$ cat src/hw/rtl/rsoi_pkg.sv
// ----------------------------------------------------------------------------
// rsoi_pkg
// Shared types and constants of the range spoof offset injector.
// ----------------------------------------------------------------------------
package rsoi_pkg;

   localparam int DivNumW   = 53;   // dividend / quotient width of the shared divider
   localparam int DivDenW   = 21;   // divisor width of the shared divider
   localparam int RadW      = 36;   // radicand width of the square root unit
   localparam int RootW     = 18;   // root width, t1 fits in it
   localparam int DivSteps  = DivNumW;
   localparam int SqrtSteps = RootW;
   localparam int CntW      = 6;

   localparam logic [11:0]        RC_ON_THRESHOLD = 12'd1600;
   localparam logic [3:0]         GOOD_COUNT_MAX  = 4'd10;
   localparam logic [19:0]        ONE_MILLION     = 20'd1000000;
   // ceil(2^45 / 15625), exact floor division for dividends below 2^31
   localparam logic [31:0]        RECIP_15625     = 32'd2251799814;

   localparam logic [1:0] RANGE_GOOD = 2'd0;
   localparam logic [1:0] RANGE_LOW  = 2'd1;
   localparam logic [1:0] RANGE_HIGH = 2'd2;

   localparam logic [2:0] REG_OFFSET   = 3'd0;
   localparam logic [2:0] REG_ACCEL    = 3'd1;
   localparam logic [2:0] REG_SIMPLE   = 3'd2;
   localparam logic [2:0] REG_ATTACK   = 3'd3;
   localparam logic [2:0] REG_USE_RC   = 3'd4;
   localparam logic [2:0] REG_MIN      = 3'd5;
   localparam logic [2:0] REG_MAX      = 3'd6;

   typedef struct packed {
      logic [15:0] offset_cm;
      logic [15:0] accel_cm_s2;
      logic        simple_mode;
      logic        attack_enable;
      logic        use_rc_switch;
      logic [15:0] min_range_cm;
      logic [15:0] max_range_cm;
   } cfg_type;

   typedef struct packed {
      logic capture;
      logic arm;
      logic div_step;
      logic scale;
      logic sqrt_load;
      logic sqrt_step;
      logic t_store;
      logic square;
      logic mul_lo;
      logic mul_hi;
      logic finish;
   } cmd_type;

   typedef struct packed {
      logic need_arm;
      logic profile;
      logic out_free;
   } status_type;

   typedef enum logic [11:0] {
      ST_IDLE   = 12'b000000000001,
      ST_DECIDE = 12'b000000000010,
      ST_ARM    = 12'b000000000100,
      ST_DIV1   = 12'b000000001000,
      ST_SQLD   = 12'b000000010000,
      ST_SQRT   = 12'b000000100000,
      ST_TSTORE = 12'b000001000000,
      ST_SQ     = 12'b000010000000,
      ST_MULLO  = 12'b000100000000,
      ST_MULHI  = 12'b001000000000,
      ST_SCALE  = 12'b010000000000,
      ST_FIN    = 12'b100000000000
   } state_type;

endpackage

$ cat src/hw/rtl/rsoi_ctrl.sv
// ----------------------------------------------------------------------------
// rsoi_ctrl
// Sequencer: steps the shared divider, square root and multiplier per beat.
// ----------------------------------------------------------------------------
module rsoi_ctrl (
   input  logic                 clock,
   input  logic                 reset,
   input  logic                 req_tvalid,
   output logic                 req_tready,
   input  rsoi_pkg::status_type status,
   output rsoi_pkg::cmd_type    cmd
);
   import rsoi_pkg::*;

   state_type       state_ff, state_in;
   logic [CntW-1:0] cnt_ff, cnt_in;

   assign req_tready = (state_ff == ST_IDLE);

   always_comb begin
      state_in = state_ff;
      cnt_in   = cnt_ff;
      cmd      = '0;
      unique case (state_ff)
         ST_IDLE: begin
            if (req_tvalid) begin
               cmd.capture = 1'b1;
               state_in    = ST_DECIDE;
            end
         end
         ST_DECIDE: begin
            priority if (status.need_arm) state_in = ST_ARM;
            else if (status.profile)      state_in = ST_SQ;
            else                          state_in = ST_FIN;
         end
         ST_ARM: begin
            cmd.arm  = 1'b1;
            cnt_in   = CntW'(DivSteps - 1);
            state_in = ST_DIV1;
         end
         ST_DIV1: begin
            cmd.div_step = 1'b1;
            cnt_in       = cnt_ff - 1'b1;
            if (cnt_ff == '0) state_in = ST_SQLD;
         end
         ST_SQLD: begin
            cmd.sqrt_load = 1'b1;
            cnt_in        = CntW'(SqrtSteps - 1);
            state_in      = ST_SQRT;
         end
         ST_SQRT: begin
            cmd.sqrt_step = 1'b1;
            cnt_in        = cnt_ff - 1'b1;
            if (cnt_ff == '0) state_in = ST_TSTORE;
         end
         ST_TSTORE: begin
            cmd.t_store = 1'b1;
            state_in    = ST_DECIDE;
         end
         ST_SQ: begin
            cmd.square = 1'b1;
            state_in   = ST_MULLO;
         end
         ST_MULLO: begin
            cmd.mul_lo = 1'b1;
            state_in   = ST_MULHI;
         end
         ST_MULHI: begin
            cmd.mul_hi = 1'b1;
            state_in   = ST_SCALE;
         end
         ST_SCALE: begin
            cmd.scale = 1'b1;
            state_in  = ST_FIN;
         end
         ST_FIN: begin
            if (status.out_free) begin
               cmd.finish = 1'b1;
               state_in   = ST_IDLE;
            end
         end
         default: state_in = ST_IDLE;
      endcase
   end

   always_ff @(posedge clock) begin
      if (reset) begin
         state_ff <= ST_IDLE;
         cnt_ff   <= '0;
      end else begin
         state_ff <= state_in;
         cnt_ff   <= cnt_in;
      end
   end

endmodule

$ cat config.mk
export PLATFORM = sky130hd
export DESIGN_NAME = rsoi_ctrl
export DESIGN_NICKNAME = d
export VERILOG_FILES = /design/src/hw/rtl/rsoi_pkg.sv /design/src/hw/rtl/rsoi_ctrl.sv
export SDC_FILE = /design/constraint.sdc
export NUM_CORES = 1
export LEC_CHECK = 0
export ABC_AREA = 1
export BUFFER_PORTS_ARGS = -buffer_cell sky130_fd_sc_hd__buf_2
export CORE_MARGIN = 1
export CORE_UTILIZATION = 37
export DETAILED_ROUTE_END_ITERATION = 6
export SLEW_MARGIN = 20
export SYNTH_ARGS = -nofsm -noshare
export SYNTH_HDL_FRONTEND = slang
export SYNTH_SLANG_ARGS = --single-unit
$ cat constraint.sdc
create_clock -name clock -period 1.4 [get_ports clock]
set_input_delay 0.07 -clock clock [delete_from_list [all_inputs] [get_ports clock]]
set_output_delay 0.07 -clock clock [all_outputs]
set_load 0.01 [all_outputs]
==> metrics <==
clk_skew just over 0.009 ns; register area share after synthesis 30.7%; syn_nets roughly 190; share of power burned in the clock network roughly an eighth; final setup fails 20; DRC 0; Core Area between 0.003 and 0.004 sq mm; cell count after synthesis 184; first drt pass iteration count 4; die width between 50 and 60 um; P_sw ~1100 uW; Max rail drop VDD 1000 uV; GRT Util Overall 17.8%; Layout Area Growth over Synthesis 42.1%; Slew HR 73.5%; period utilization 105%; Req. time, crit path around 1.3 ns; Setup Crit Path Kind reg -> out; CTS Buffer Depth 2; final worst setup slack -0.0693 ns; total congestion overflow 0; Worst path slowest cell dfxtp_2; CTS root buf clkbuf_4; Initial Util about two fifths; max incr delay on CP about 0.35 ns; die area around 0.0034 sq mm; HPWL Detailed just under 2000 um; fmax 0.681 GHz; largest net degree at the start of global routing 13; internal power of the cells between 1000 and 1500 uW; Tmin final around 1.5 ns; die height between 50 and 60 um; clock latency on the worst-skew pair ~0.30 ns; CTS clk-pin slew, worst paths 0.11 ns; layout net count roughly 230; Clock H-tree levels 1; first-pass GRT wire length roughly 4600 um; cell mode on critical path nor2_4; ys async rst share 0%; status complete, but fails checks; CTS tree yes; diode count 0; crit path cell chain nor2_4, nand2_4, nor2_4, nand2_2, inv_2, buf_6; Sink Count 18; final antenna-violating net count 0; Combinational Power Share roughly 59%; crit-path max FO 4; routed via count between 1000 and 1500; drt wl/cell about 11 um; setup total negative slack -0.823 ns; YS warnings 0; vias in the first global route around 1100; min-delay worst type in -> reg; max-cap viol count 0; RSZ-0062 raised after global routing yes; Data arrival, critical path approximately 1.4 ns; syn avg cell area between 6 and 7 sq um; fin area 0.00167 sq mm; dpl ws -0.0305 ns; number of hold violations in the final report 0; EDFF count, synth 0; Critical Path Source Type flip-flop; #FFs+latches synth 18; failing checks setup timing; Rows 20; sw frac between 40 and 50%; layout cells sized above 1 44.1%; PortBufs 17; Post-Syn Area 0.00117 sq mm; CTS Buf Count 3; Cell variety after synth 26; Ports 18; Placer Congestion about 0.83; Worst-Margin Slew ~0.40 ns; final WL between 2000 and 3000 um; Leakage Power 0.000891 uW; initial antenna violation count 0; placed inst area roughly 0.0014 sq mm; DR iter-0 viols 56; Fillers about 300; Slew Viols, Final 0; Pwr Density about 1500 mW/mm^2; Most used DFF post-synth dfxtp_1; Reg power frac between 20% and 30%; crit path capture type output port; vias per inst between 4 and 5
==> critical path: cells and delay by family (launching register included) <==
family                 cells  cell delay (ns)
AND/OR/NAND/NOR            4             0.56
buffers and inverters      2             0.20
flip-flops                 1             0.35
==> state kept, by name, indices dropped and copies added, names as in the netlist <==
signal,flops
cnt_ff,6
state_ff,12
==> layout make-up <==
class	count	area, sq um	area share [%]
Tap cell	44	55.1	3.30
Clock buffer	4	36.3	2.17
Multi-Input combinational cell	123	773	46.3
Inverter	42	160	9.60
Sequential cell	18	378	22.6
Timing Repair Buffer	35	267	16.0
==> power groups by stage <==
| stage | registers [uW] | logic (uW) | clock network, uW |
|---|---|---|---|
| finish | 691 | 1500 | 333 |
| global route | 701 | 1640 | 373 |
| CTS | 689 | 1380 | 347 |
| detailed placement | 676 | 1080 | 0 |
| global placement | 672 | 1090 | 0 |
| floorplan | 662 | 781 | 0 |
==> through the flow <==
step	utilization [%]	hold slack (ns)	power (uW)	instances
floorplan	-	0.139	1440	184
global route	55.1	0.0111	2710	266
CTS	52.9	0.0143	2420	264
detailed placement	45.3	0.350	1750	252
finish	55.1	0.0191	2520	266
global placement	45.3	0.349	1760	252
==> layout by cell type, fill, tap and decap left out, types with 3 or more instances in the layout <==
master,netlist,layout
a21oi_1,5,5
buf_4,0,14
nand3_1,17,16
nor2_4,4,10
dfxtp_2,0,8
o21ai_0,3,3
inv_2,3,10
nor3_1,4,3
nor2_1,27,23
dfxtp_1,18,8
clkbuf_4,0,3
nand2_1,36,24
nand2_4,3,4
buf_2,0,12
buf_6,0,9
nand2_2,3,12
inv_1,39,31
==> layer usage <==
| metal | global-route usage (%) | routed length [um] | up-vias | part of all wire, % |
|---|---|---|---|---|
| met2 | 31.5 | 1410 | 21 | 49 |
| met3 | 4.62 | 101 | 2 | 3.5 |
| met1 | 21.7 | 1340 | 521 | 47 |
| li1 | - | - | 630 | - |
| met4 | 4.08 | 15 | 0 | 0.52 |
| met5 | 0 | 0 | - | 0 |
==> synth_stat cells (2+ instances only) <==
cell | instances | area (sq um)
nor2_1 | 27 | 101
and3_1 | 2 | 12.5
nand3_1 | 17 | 85.1
nand2_2 | 3 | 18.8
a21oi_1 | 5 | 25.0
nor3_1 | 4 | 20.0
nand2_1 | 36 | 135
nand4_1 | 2 | 12.5
ha_1 | 2 | 25.0
inv_1 | 39 | 146
o21ai_0 | 3 | 15.0
nand2_4 | 3 | 33.8
dfxtp_1 | 18 | 360
nand3b_1 | 2 | 15.0
xnor2_1 | 2 | 17.5
inv_2 | 3 | 11.3
nor2_2 | 4 | 25.0
nor2_4 | 4 | 45.0
==> what timing repair did <==
action                                  4_1_cts  5_1_grt
setup buffers                                 9        4
endpoints found under the setup margin       19       27
resized for setup                            44       17
gates cloned                                  0        0
hold buffers                                  0        0
pin swaps                                    14       10
==> path summary, 6_finish.rpt <==
| path | from | end | slack, ns | cells past startpoint |
|---|---|---|---|---|
| setup / recovery | state_ff[8] | cmd[5] | -0.07 | 6 |
| hold / removal | reset | cnt_ff[3] | 0.02 | 2 |
| setup reg to reg | state_ff[5] | state_ff[8] | -0.06 | 10 |
| hold reg to reg | cnt_ff[5] | cnt_ff[5] | 0.48 | 2 |
==> cells by family (layout without fill, tap and decap cells) <==
kind of cell	Yosys count	after routing	synth area share, %
XOR/XNOR	3	3	2.24
flip-flops	18	18	30.7
buffers and inverters	43	81	13.7
adder cells (fa/ha/maj)	2	2	2.13
AND/OR/NAND/NOR	109	109	47.1
AO/OA/AOI/OAI	9	9	4.15
No activity file was read; power rests on OpenSTA's default activity.
