==> src/hw/rtl/rsoi_pkg.sv <==
// ----------------------------------------------------------------------------
// rsoi_pkg
// Shared types and constants of the range spoof offset injector.
// ----------------------------------------------------------------------------
package rsoi_pkg;

   localparam int DivNumW   = 53;   // dividend / quotient width of the shared divider
   localparam int DivDenW   = 21;   // divisor width of the shared divider
   localparam int RadW      = 36;   // radicand width of the square root unit
   localparam int RootW     = 18;   // root width, t1 fits in it
   localparam int DivSteps  = DivNumW;
   localparam int SqrtSteps = RootW;
   localparam int CntW      = 6;

   localparam logic [11:0]        RC_ON_THRESHOLD = 12'd1600;
   localparam logic [3:0]         GOOD_COUNT_MAX  = 4'd10;
   localparam logic [19:0]        ONE_MILLION     = 20'd1000000;
   // ceil(2^45 / 15625), exact floor division for dividends below 2^31
   localparam logic [31:0]        RECIP_15625     = 32'd2251799814;

   localparam logic [1:0] RANGE_GOOD = 2'd0;
   localparam logic [1:0] RANGE_LOW  = 2'd1;
   localparam logic [1:0] RANGE_HIGH = 2'd2;

   localparam logic [2:0] REG_OFFSET   = 3'd0;
   localparam logic [2:0] REG_ACCEL    = 3'd1;
   localparam logic [2:0] REG_SIMPLE   = 3'd2;
   localparam logic [2:0] REG_ATTACK   = 3'd3;
   localparam logic [2:0] REG_USE_RC   = 3'd4;
   localparam logic [2:0] REG_MIN      = 3'd5;
   localparam logic [2:0] REG_MAX      = 3'd6;

   typedef struct packed {
      logic [15:0] offset_cm;
      logic [15:0] accel_cm_s2;
      logic        simple_mode;
      logic        attack_enable;
      logic        use_rc_switch;
      logic [15:0] min_range_cm;
      logic [15:0] max_range_cm;
   } cfg_type;

   typedef struct packed {
      logic capture;
      logic arm;
      logic div_step;
      logic scale;
      logic sqrt_load;
      logic sqrt_step;
      logic t_store;
      logic square;
      logic mul_lo;
      logic mul_hi;
      logic finish;
   } cmd_type;

   typedef struct packed {
      logic need_arm;
      logic profile;
      logic out_free;
   } status_type;

   typedef enum logic [11:0] {
      ST_IDLE   = 12'b000000000001,
      ST_DECIDE = 12'b000000000010,
      ST_ARM    = 12'b000000000100,
      ST_DIV1   = 12'b000000001000,
      ST_SQLD   = 12'b000000010000,
      ST_SQRT   = 12'b000000100000,
      ST_TSTORE = 12'b000001000000,
      ST_SQ     = 12'b000010000000,
      ST_MULLO  = 12'b000100000000,
      ST_MULHI  = 12'b001000000000,
      ST_SCALE  = 12'b010000000000,
      ST_FIN    = 12'b100000000000
   } state_type;

endpackage

==> src/hw/rtl/rsoi_regs.sv <==
// ----------------------------------------------------------------------------
// rsoi_regs
// Configuration register file behind the csr port.
// ----------------------------------------------------------------------------
module rsoi_regs (
   input  logic             clock,
   input  logic             reset,
   input  logic             csr_psel,
   input  logic             csr_penable,
   input  logic             csr_pwrite,
   input  logic [4:0]       csr_paddr,
   input  logic [31:0]      csr_pwdata,
   output logic [31:0]      csr_prdata,
   output logic             csr_pready,
   output rsoi_pkg::cfg_type cfg
);
   import rsoi_pkg::*;

   cfg_type    cfg_ff;
   cfg_type    cfg_in;
   logic       wr;
   logic [2:0] idx;

   assign csr_pready = 1'b1;
   assign wr  = csr_psel & csr_penable & csr_pwrite;
   assign idx = csr_paddr[4:2];
   assign cfg = cfg_ff;

   always_comb begin
      cfg_in = cfg_ff;
      if (wr) begin
         unique case (idx)
            REG_OFFSET: cfg_in.offset_cm     = csr_pwdata[15:0];
            REG_ACCEL:  cfg_in.accel_cm_s2   = csr_pwdata[15:0];
            REG_SIMPLE: cfg_in.simple_mode   = csr_pwdata[0];
            REG_ATTACK: cfg_in.attack_enable = csr_pwdata[0];
            REG_USE_RC: cfg_in.use_rc_switch = csr_pwdata[0];
            REG_MIN:    cfg_in.min_range_cm  = csr_pwdata[15:0];
            REG_MAX:    cfg_in.max_range_cm  = csr_pwdata[15:0];
            default:    cfg_in = cfg_ff;
         endcase
      end
   end

   always_comb begin
      unique case (idx)
         REG_OFFSET: csr_prdata = {16'd0, cfg_ff.offset_cm};
         REG_ACCEL:  csr_prdata = {16'd0, cfg_ff.accel_cm_s2};
         REG_SIMPLE: csr_prdata = {31'd0, cfg_ff.simple_mode};
         REG_ATTACK: csr_prdata = {31'd0, cfg_ff.attack_enable};
         REG_USE_RC: csr_prdata = {31'd0, cfg_ff.use_rc_switch};
         REG_MIN:    csr_prdata = {16'd0, cfg_ff.min_range_cm};
         REG_MAX:    csr_prdata = {16'd0, cfg_ff.max_range_cm};
         default:    csr_prdata = 32'd0;
      endcase
   end

   always_ff @(posedge clock) begin
      if (reset) begin
         cfg_ff.offset_cm     <= 16'd0;
         cfg_ff.accel_cm_s2   <= 16'd0;
         cfg_ff.simple_mode   <= 1'b0;
         cfg_ff.attack_enable <= 1'b0;
         cfg_ff.use_rc_switch <= 1'b0;
         cfg_ff.min_range_cm  <= 16'd20;
         cfg_ff.max_range_cm  <= 16'd700;
      end else begin
         cfg_ff <= cfg_in;
      end
   end

endmodule

==> config.mk <==
export PLATFORM = sky130hd
export DESIGN_NAME = rsoi_regs
export DESIGN_NICKNAME = d
export VERILOG_FILES = /design/src/hw/rtl/rsoi_pkg.sv /design/src/hw/rtl/rsoi_regs.sv
export SDC_FILE = /design/constraint.sdc
export NUM_CORES = 1
export LEC_CHECK = 0
export ABC_CLOCK_PERIOD_IN_PS = 1600
export BUFFER_PORTS_ARGS = -buffer_cell sky130_fd_sc_hd__buf_2
export CAP_MARGIN = 10
export CORE_ASPECT_RATIO = 0.9
export CORE_MARGIN = 3
export CORE_UTILIZATION = 50
export CTS_BUF_LIST = sky130_fd_sc_hd__clkbuf_4 sky130_fd_sc_hd__clkbuf_8
export CTS_CLUSTER_SIZE = 16
export DETAILED_ROUTE_END_ITERATION = 8
export GPL_ROUTABILITY_DRIVEN = 0
export GPL_TIMING_DRIVEN = 0
export PLACE_DENSITY = 0.88
export SLEW_MARGIN = 25
export SYNTH_ARGS = -nofsm -noshare
export SYNTH_HDL_FRONTEND = slang
export SYNTH_SLANG_ARGS = --single-unit
export TNS_END_PERCENT = 20
==> constraint.sdc <==
create_clock -name clock -period 1.6 [get_ports clock]
set_clock_uncertainty 0.1 [all_clocks]
set_input_delay 0.16 -clock clock [delete_from_list [all_inputs] [get_ports clock]]
set_output_delay 0.16 -clock clock [all_outputs]
set_load 0.02 [all_outputs]
==> results.md, run 1 <==
* Worst Hold Class: primary input to flop
* Hold Path End: cfg[43]
* Post-DP HPWL at 7573 µm
* Post-Syn Area at 0.003367 mm²
* Failing checks: negative setup slack
* Number of synthesized flops with an enable pin at 0
* Final number of hold-violating endpoints at 0
* Fin util at 68.79%
* ANT cells at 0
* Cell Pwr Density at 774.9 mW/mm²
* Starting density of the core at 53.30%
* Total Routing Usage GR at 27.31%
* DRT iter0 DRCs at 271
* TNS Setup at -110.7 ps
* Synth Flop Type: dfxtp_1
* Crit end category: output pin
* Synthesis-stage register bit count at 67
* Status: complete, but fails checks
* Top area cells in the synthesized netlist: dfxtp_1 40%, mux2i_1 20%, nand2b_1 11%, buf_4 4.2%, a22oi_1 3.3%
* GRT overflow at 0
* CTS Sinks at 67
* H-tree levels at 3
* Initial antenna violation count at 0
* Fin. max-slew vios at 0
* CTS tree: done
* Post-CTS Setup Bufs at 0
* Worst Max-Slew Pin Slew at 566.7 ps
* R2R Path End: cfg[48]
* Die height at 83.85 µm
* Fill cell count at 502
* Final worst-path cycle share at 106.9%
* Ys Warns at 0
* First drt pass iteration count at 6
* Clock Path Buffers at 2
* Shortest period the worst path allows at 1711 ps
* Port bufs at 104
* Reg2reg setup slack at 760 ps
* Layout cells sized above 1 at 33.87%
* Per-cell routed wire length at 18.80 µm
* Top-area cell type share of the netlist area at 39.84%
* RSZ-0062 raised after global routing: true
* Wirelength, routed at 10900 µm
* Max Fclk at 0.5846 GHz
* Die Span X at 92.50 µm
* Max Cap Viol at 0
* Post-place setup slack at -245.7 ps
* First-pass GRT wire length at 16510 µm
* Total power at 3.367 mW
* Largest area contributor in the netlist: dfxtp_1
* Max reg flops at 67
* Die area at 0.007756 mm²
* Distinct cells, synth at 34
* Crit path DAT at 1450 ps
* Final nets at 533
* Slew HR at 62.22%
* Post-synth ARST share at 0%
* Crit start category: flop
* Total number of vias at 3250
* Leak at 2.204 nW
* CP Max Fanout at 3
* Req. time, crit path at 1340 ps
* Peak VDD IR at 0.4645 mV
* Layout area overhead at 29.06%
* Number of global-route vias before repair at 3311
* Hold Path Origin: csr_pwdata[8]
* Vias per cell at 5.603
* Clock root buffer: clkbuf_8
* Sequential area share after synthesis at 39.84%
* Core area at 0.006317 mm²
* Post-route ant nets at 0
* Top Ports at 142
* Pin count of the biggest net entering global routing at 11
* Commonest cells post-synth: 68 x mux2i_1, 67 x dfxtp_1, 59 x nand2b_1, 19 x buf_4
* Most common cell in the netlist: mux2i_1
* Clock-pin transition on the worst setup and hold timing paths at 70 ps
* Num CTS Buffers at 9
* Avg Cell Area, Syn at 9.484 µm²
* Min setup slack post-route at -110.7 ps
* Worst r2r src: cfg[48]
* Clk_lat worst skew at 330 ps
* WS Path Type: flop to output pin
* Final setup viols at 1
* R2R cell count at 2
* DRC Markers at 0
* Worst Hold Depth at 3
* Row cnt at 27
* Mapped Cells at 355
[worst max-delay path, stage by stage (launching register included)]
cell	delay (ps)
dfxtp_2	330
mux2_4	280
a221oi_4	280
a221oi_2	50
buf_2	170
[cells in the final DEF, fill, tap and decap left out, drive strengths merged]
master	synthesis	routed
conb	2	17
a221oi	2	2
o22ai	15	15
mux2	1	1
nand2b	59	59
inv	2	2
a22oi	15	15
and4	1	1
and3	1	1
and2b	1	1
nand4	1	1
dlygate4sd3	0	6
nand3	17	17
nand2	5	5
buf	30	136
nor3	1	1
clkbuf	15	26
nor2b	3	3
or2	1	1
nor2	15	15
a21oi	16	16
o21ai	16	16
and4b	1	1
mux2i	68	68
dfxtp	67	67
[layout make-up]
cell class	instances	area, µm²	share of cell area (%)
inverter	2	7.507	0.1728
timing repair buffer	110	590.6	13.59
buffer	45	310.3	7.141
sequential	67	1344	30.92
clock buffer	13	160.2	3.686
tap	87	108.9	2.505
multi-input combinational	256	1824	41.98
[how the worst max path moves through the flow]
stage | slack (ps) | to | cells after the start | startpoint
after detailed placement | -250 | csr_prdata[12] | 6 | csr_paddr[3]
after CTS | -110 | csr_prdata[0] | 4 | cfg[16]
after global placement | -240 | csr_prdata[12] | 6 | csr_paddr[3]
after global routing | -160 | csr_prdata[0] | 4 | cfg[32]
after floorplan | 70 | csr_prdata[0] | 5 | csr_paddr[3]
final | -110 | csr_prdata[0] | 4 | cfg[32]
[where the power goes]
part           switching (mW)  internal, mW
Sequential             0.0102          1.68
Combinational           0.281         0.172
Clock                   0.591         0.633
Total                   0.882          2.48
[cells by family (layout without fill, tap and decap cells)]
logic type / after synthesis / count (layout) / share of synthesized area [%]
buffers and inverters: 47 / 170 / 8.695
and+or+nand+nor: 106 / 106 / 19.29
DFF: 67 / 67 / 39.84
other: 2 / 17 / 0.2230
muxes: 69 / 69 / 20.55
AOI/OAI and AO/OA: 64 / 64 / 11.41
[routing by layer]
metal  track usage, %  share of wire, %  wire length, µm  up-vias
met3            7.214                10             1129       32
met2            44.66                47             5170      196
li1                 -                 -                -     1481
met1            32.94                40             4308     1541
met5                0                 0                0        -
met4            13.63               2.7              294        0
[metrics by stage]
step           cells  hold WS (ps)  cell area [µm²]
6_report         580         5.539             4345
5_1_grt          580         10.41             4345
4_1_cts          580        0.2747             4302
3_5_place_dp     561         333.8             4053
3_3_place_gp     561         327.9             4053
2_1_floorplan    370         207.7             3423
[what timing repair did]
action | 4_1_cts | 5_1_grt
setup endpoints to repair | 12 | 11
gates resized for setup | 8 | 16
hold buffers | 6 | 0
pin swaps | 0 | 1
endpoints found under the hold margin | 6 | 0
(Power assumes the default switching activity.)
==> inputs of run 2 (changes only) <==
Settings changed: CELL_PAD_IN_SITES_DETAIL_PLACEMENT from default to 1, CELL_PAD_IN_SITES_GLOBAL_PLACEMENT from default to 2, CORE_MARGIN 3 to 2, CORE_UTILIZATION 50 to 28, PLACE_DENSITY 0.88 to 0.86.
==> run 2 against run 1 <==
- the flow still finishes with violations (negative setup slack)
- power rose by 8.9%
- die area rose by 67%
- fmax up 0.77%
- clock-buffer cell count unchanged
- non-clock buffer count rose by 10
- design area rose by 6.4%
- critical path depth stayed put
- setup slack improved by 13 ps
- global-route usage fell by 7.4 points
- hold slack got worse by 3.4 ps
- critical endpoint unchanged
- largest power group unchanged
==> results.md, run 2 (same netlist as run 1, synthesis figures left out) <==
* Status: complete, but fails checks
* Failing checks: negative setup slack
* Die height at 108.0 µm
* Initial antenna violation count at 0
* Clock Path Buffers at 2
* Leak at 2.278 nW
* GRT overflow at 0
* Min setup slack post-route at -97.63 ps
* Final number of hold-violating endpoints at 0
* Slowest-stage cell, CP: dfxtp_2
* Post-route ant nets at 0
* Crit path DAT at 1440 ps
* Clock-pin transition on the worst setup and hold timing paths at 70 ps
* DRC Markers at 0
* Post-place setup slack at -364.7 ps
* CP Max Fanout at 2
* Die area at 0.01292 mm²
* Layout cells sized above 1 at 34.85%
* Clk_lat worst skew at 340 ps
* Worst Hold Class: primary input to flop
* Num CTS Buffers at 9
* Shortest period the worst path allows at 1698 ps
* RSZ-0062 raised after global routing: true
* Crit path largest cell delay at 320 ps
* Core area at 0.01157 mm²
* Port bufs at 104
* CP endpoint: csr_prdata[0]
* First-pass GRT wire length at 19480 µm
* Final nets at 543
* H-tree levels at 3
* Worst r2r src: cfg[42]
* Final setup viols at 3
* Peak VDD IR at 0.3433 mV
* Total number of vias at 3209
* Crit path from: cfg[32]
* Most frequent cells in the layout: 98 x buf_2, 68 x mux2i_1, 65 x dfxtp_1
* CP cell instances: mux2_4 > a221oi_4 > a221oi_2 > buf_2
* Slew HR at 58.80%
* ANT cells at 0
* Final worst-path cycle share at 106.1%
* Post-DP HPWL at 9069 µm
* Crit end category: output pin
* Fin. max-slew vios at 0
* Reg2reg setup slack at 720 ps
* CP Buf/Inv Count at 1
* Clock root buffer: clkbuf_8
* Per-cell routed wire length at 19.42 µm
* DRT iter0 DRCs at 156
* Crit start category: flop
* Die Span X at 119.6 µm
* First drt pass iteration count at 4
* Max Fclk at 0.5891 GHz
* Number of global-route vias before repair at 3331
* Worst Max-Slew Pin Slew at 618.0 ps
* CTS Sinks at 67
* Req. time, crit path at 1340 ps
* Pin count of the biggest net entering global routing at 11
* Starting density of the core at 29.09%
* Leading cell type in the layout, fill and taps excluded: buf_2
* R2R Path End: cfg[42]
* WP depth at 4
* Row cnt at 37
* Total power at 3.667 mW
* Vias per cell at 4.855
* Cell family with the largest share of critical-path delay: flip-flops
* Cell Pwr Density at 793.3 mW/mm²
* CTS tree: done
* Total Routing Usage GR at 19.89%
* Max reg flops at 67
* Max Cap Viol at 0
* R2R cell count at 2
* WS Path Type: flop to output pin
* Layout area overhead at 37.31%
* Wirelength, routed at 12840 µm
* Top Ports at 142
==> run 2: worst min path at each step <==
| stage | startpoint | end | slack, ps | cells after the start |
|---|---|---|---|---|
| floorplan | csr_pwdata[0] | cfg[35] | 210 | 2 |
| global placement | csr_pwdata[12] | cfg[47] | 340 | 3 |
| detailed placement | csr_pwdata[6] | cfg[41] | 340 | 3 |
| CTS | csr_pwdata[9] | cfg[44] | 0.3 | 3 |
| global route | csr_pwdata[9] | cfg[44] | 8 | 3 |
| finish | csr_pwdata[8] | cfg[43] | 2 | 3 |
==> run 2: worst reg2reg max path: cells and delay by family (launching register included) <==
kind	cells	cell delay, ps
DFF	1	390
AOI/OAI and AO/OA	2	310
==> run 2: layout make-up <==
type,instances,area [µm²]
Inverter,2,7.507
Sequential cell,67,1344
Buffer,45,321.6
Clock inverter,2,35.03
Multi-Input combinational cell,256,1851
Fill cell,1383,6950
Tap cell,156,195.2
Clock buffer,13,166.4
Timing Repair Buffer,120,703.2
==> run 2: per-stage QoR <==
stage / std cells / hold WS [ps] / area, µm² / util, % / setup TNS, ps
2_1_floorplan: 370 / 207.7 / 3423 / - / 0
3_3_place_gp: 630 / 335.5 / 4139 / 35.76 / -4426
3_5_place_dp: 630 / 337.9 / 4139 / 35.76 / -4919
4_1_cts: 661 / 0.3336 / 4583 / 39.60 / -120.0
5_1_grt: 661 / 7.953 / 4623 / 39.95 / -657.7
6_report: 661 / 2.127 / 4623 / 39.95 / -163.0
==> run 2: power by group <==
group,internal (mW),switching (mW)
combinational,0.192,0.301
sequential,1.68,0.0104
clock,0.831,0.654
==> run 2: repair_timing <==
item | 4_1_cts | 5_1_grt
buffers inserted | 2 | 0
hold buffers | 14 | 0
pin swaps | 1 | 2
resized for setup | 22 | 14
endpoints found under the setup margin | 16 | 15
endpoints found under the hold margin | 14 | 0
==> run 2: layer usage <==
layer	global-route usage (%)	vias up	wire length (µm)
li1	-	1502	-
met1	25.79	1578	5805
met2	34.41	117	6154
met3	4.114	12	776
met4	3.950	0	102
met5	0	-	0
==> inputs of run 3 (changes only) <==
Settings changed: RECOVER_POWER from default to 25.
==> run 3 against run 2 <==
- the run still ends with negative setup slack left
- final cell count unchanged
- hold slack improved by 1.5 ps
- setup slack gained 2.9 ps
- critical endpoint unchanged
- largest power group unchanged
==> results.md, run 3 (same netlist as run 1, synthesis figures left out) <==
* Total number of vias at 3207
* Shortest period the worst path allows at 1695 ps
* Die height at 108.0 µm
* Post-route ant nets at 0
* Hold slack at 3.672 ps
* Total Routing Usage GR at 19.89%
* Final nets at 543
* Pin count of the biggest net entering global routing at 11
* RSZ-0062 raised after global routing: true
* Leading cell type in the layout, fill and taps excluded: buf_2
* Clock-pin transition on the worst setup and hold timing paths at 70 ps
* CP cell instances: mux2_4 > a221oi_4 > a221oi_2 > buf_2
* Fin. max-slew vios at 0
* TNS Setup at -142.9 ps
* R2R Path End: cfg[42]
* Per-cell routed wire length at 19.42 µm
* Worst Hold Class: primary input to flop
* Crit start category: flop
* Worst Max-Slew Pin Slew at 643.9 ps
* CP Buf/Inv Count at 1
* Max Cap Viol at 0
* Cell family with the largest share of critical-path delay: flip-flops
* Top Ports at 142
* Fin util at 39.86%
* CP Max Fanout at 2
* Reg2reg setup slack at 720 ps
* CTS Sinks at 67
* Final instance area at 0.004613 mm²
* Peak VDD IR at 0.3440 mV
* Wirelength, routed at 12830 µm
* DRC Markers at 0
* GRT overflow at 0
* Cell Pwr Density at 794.6 mW/mm²
* Placed Area at 0.004139 mm²
* Num CTS Buffers at 9
* Layout area overhead at 37.01%
* Leak at 2.278 nW
* Vias per cell at 4.852
* DRT iter0 DRCs at 148
* Worst r2r src: cfg[42]
* Clk_lat worst skew at 340 ps
* Crit end category: output pin
* ANT cells at 0
* First-pass GRT wire length at 19480 µm
* Starting density of the core at 29.09%
* Max reg flops at 67
* Layout cells sized above 1 at 34.65%
* Most frequent cells in the layout: 98 x buf_2, 68 x mux2i_1, 65 x dfxtp_1
* Die area at 0.01292 mm²
* Port bufs at 104
* Min setup slack post-route at -94.77 ps
* Worst Hold Depth at 3
* Row cnt at 37
* Slew HR at 57.07%
* Post-DP HPWL at 9069 µm
* Crit path DAT at 1430 ps
* First drt pass iteration count at 4
* Max Fclk at 0.5901 GHz
* Clock Path Buffers at 2
* Initial antenna violation count at 0
* Hold Path End: cfg[43]
* R2R cell count at 2
* Crit path largest cell delay at 320 ps
* Status: complete, but fails checks
* Number of global-route vias before repair at 3331
* Failing checks: negative setup slack
* H-tree levels at 3
* Core area at 0.01157 mm²
* Final setup viols at 3
* Clock root buffer: clkbuf_8
* Slowest-stage cell, CP: dfxtp_2
* Die Span X at 119.6 µm
* Req. time, crit path at 1340 ps
* Final number of hold-violating endpoints at 0
* WS Path Type: flop to output pin
* CTS tree: done
* Final worst-path cycle share at 105.9%
* Hold Path Origin: csr_pwdata[8]
run 3: where the power goes:
part           leakage [nW]  total, mW  switching, mW  internal [mW]
Combinational          1.63      0.490          0.299          0.191
Sequential            0.541       1.69         0.0104           1.68
Clock                 0.106       1.49          0.656          0.831
run 3: how the worst max path moves through the flow:
| stage | cells after the start | to | startpoint |
|---|---|---|---|
| floorplan | 5 | csr_prdata[0] | csr_paddr[3] |
| global placement | 6 | csr_prdata[1] | csr_paddr[2] |
| detailed placement | 6 | csr_prdata[1] | csr_paddr[2] |
| CTS | 4 | csr_prdata[0] | cfg[32] |
| global route | 4 | csr_prdata[0] | cfg[32] |
| finish | 4 | csr_prdata[0] | cfg[32] |
run 3: layout make-up:
cell class	count	area [µm²]
tap	156	195.2
multi-input combinational	256	1847
inverter	2	7.507
sequential	67	1344
clock inverter	2	35.03
buffer	45	315.3
fill	1384	6960
timing repair buffer	120	703.2
clock buffer	13	166.4
run 3: worst reg2reg max path: cells and delay by family, from the launching register on:
family	cells	cell delay, ps
AOI/OAI and AO/OA	2	320
DFF	1	400
run 3: layer usage:
metal,GRT usage (%),wire [µm],up-vias
li1,-,-,1503
met1,25.79,5630,1573
met2,34.41,6200,126
met3,4.114,948,5
met4,3.950,54,0
met5,0,0,-
run 3: timing repair:
action / 4_1_cts / 5_1_grt
setup buffers: 2 / 0
pin swaps: 1 / 2
endpoints found under the setup margin: 16 / 15
resized for setup: 22 / 14
endpoints found under the hold margin: 14 / 0
hold buffers: 14 / 0
run 3: per-stage QoR:
stage / total power, mW / instances / setup WS, ps
CTS: 3.686 / 661 / -120.0
finish: 3.666 / 661 / -94.77
floorplan: 2.003 / 370 / 71.20
global placement: 2.156 / 630 / -343.3
detailed placement: 2.165 / 630 / -364.7
global route: 3.792 / 661 / -171.0
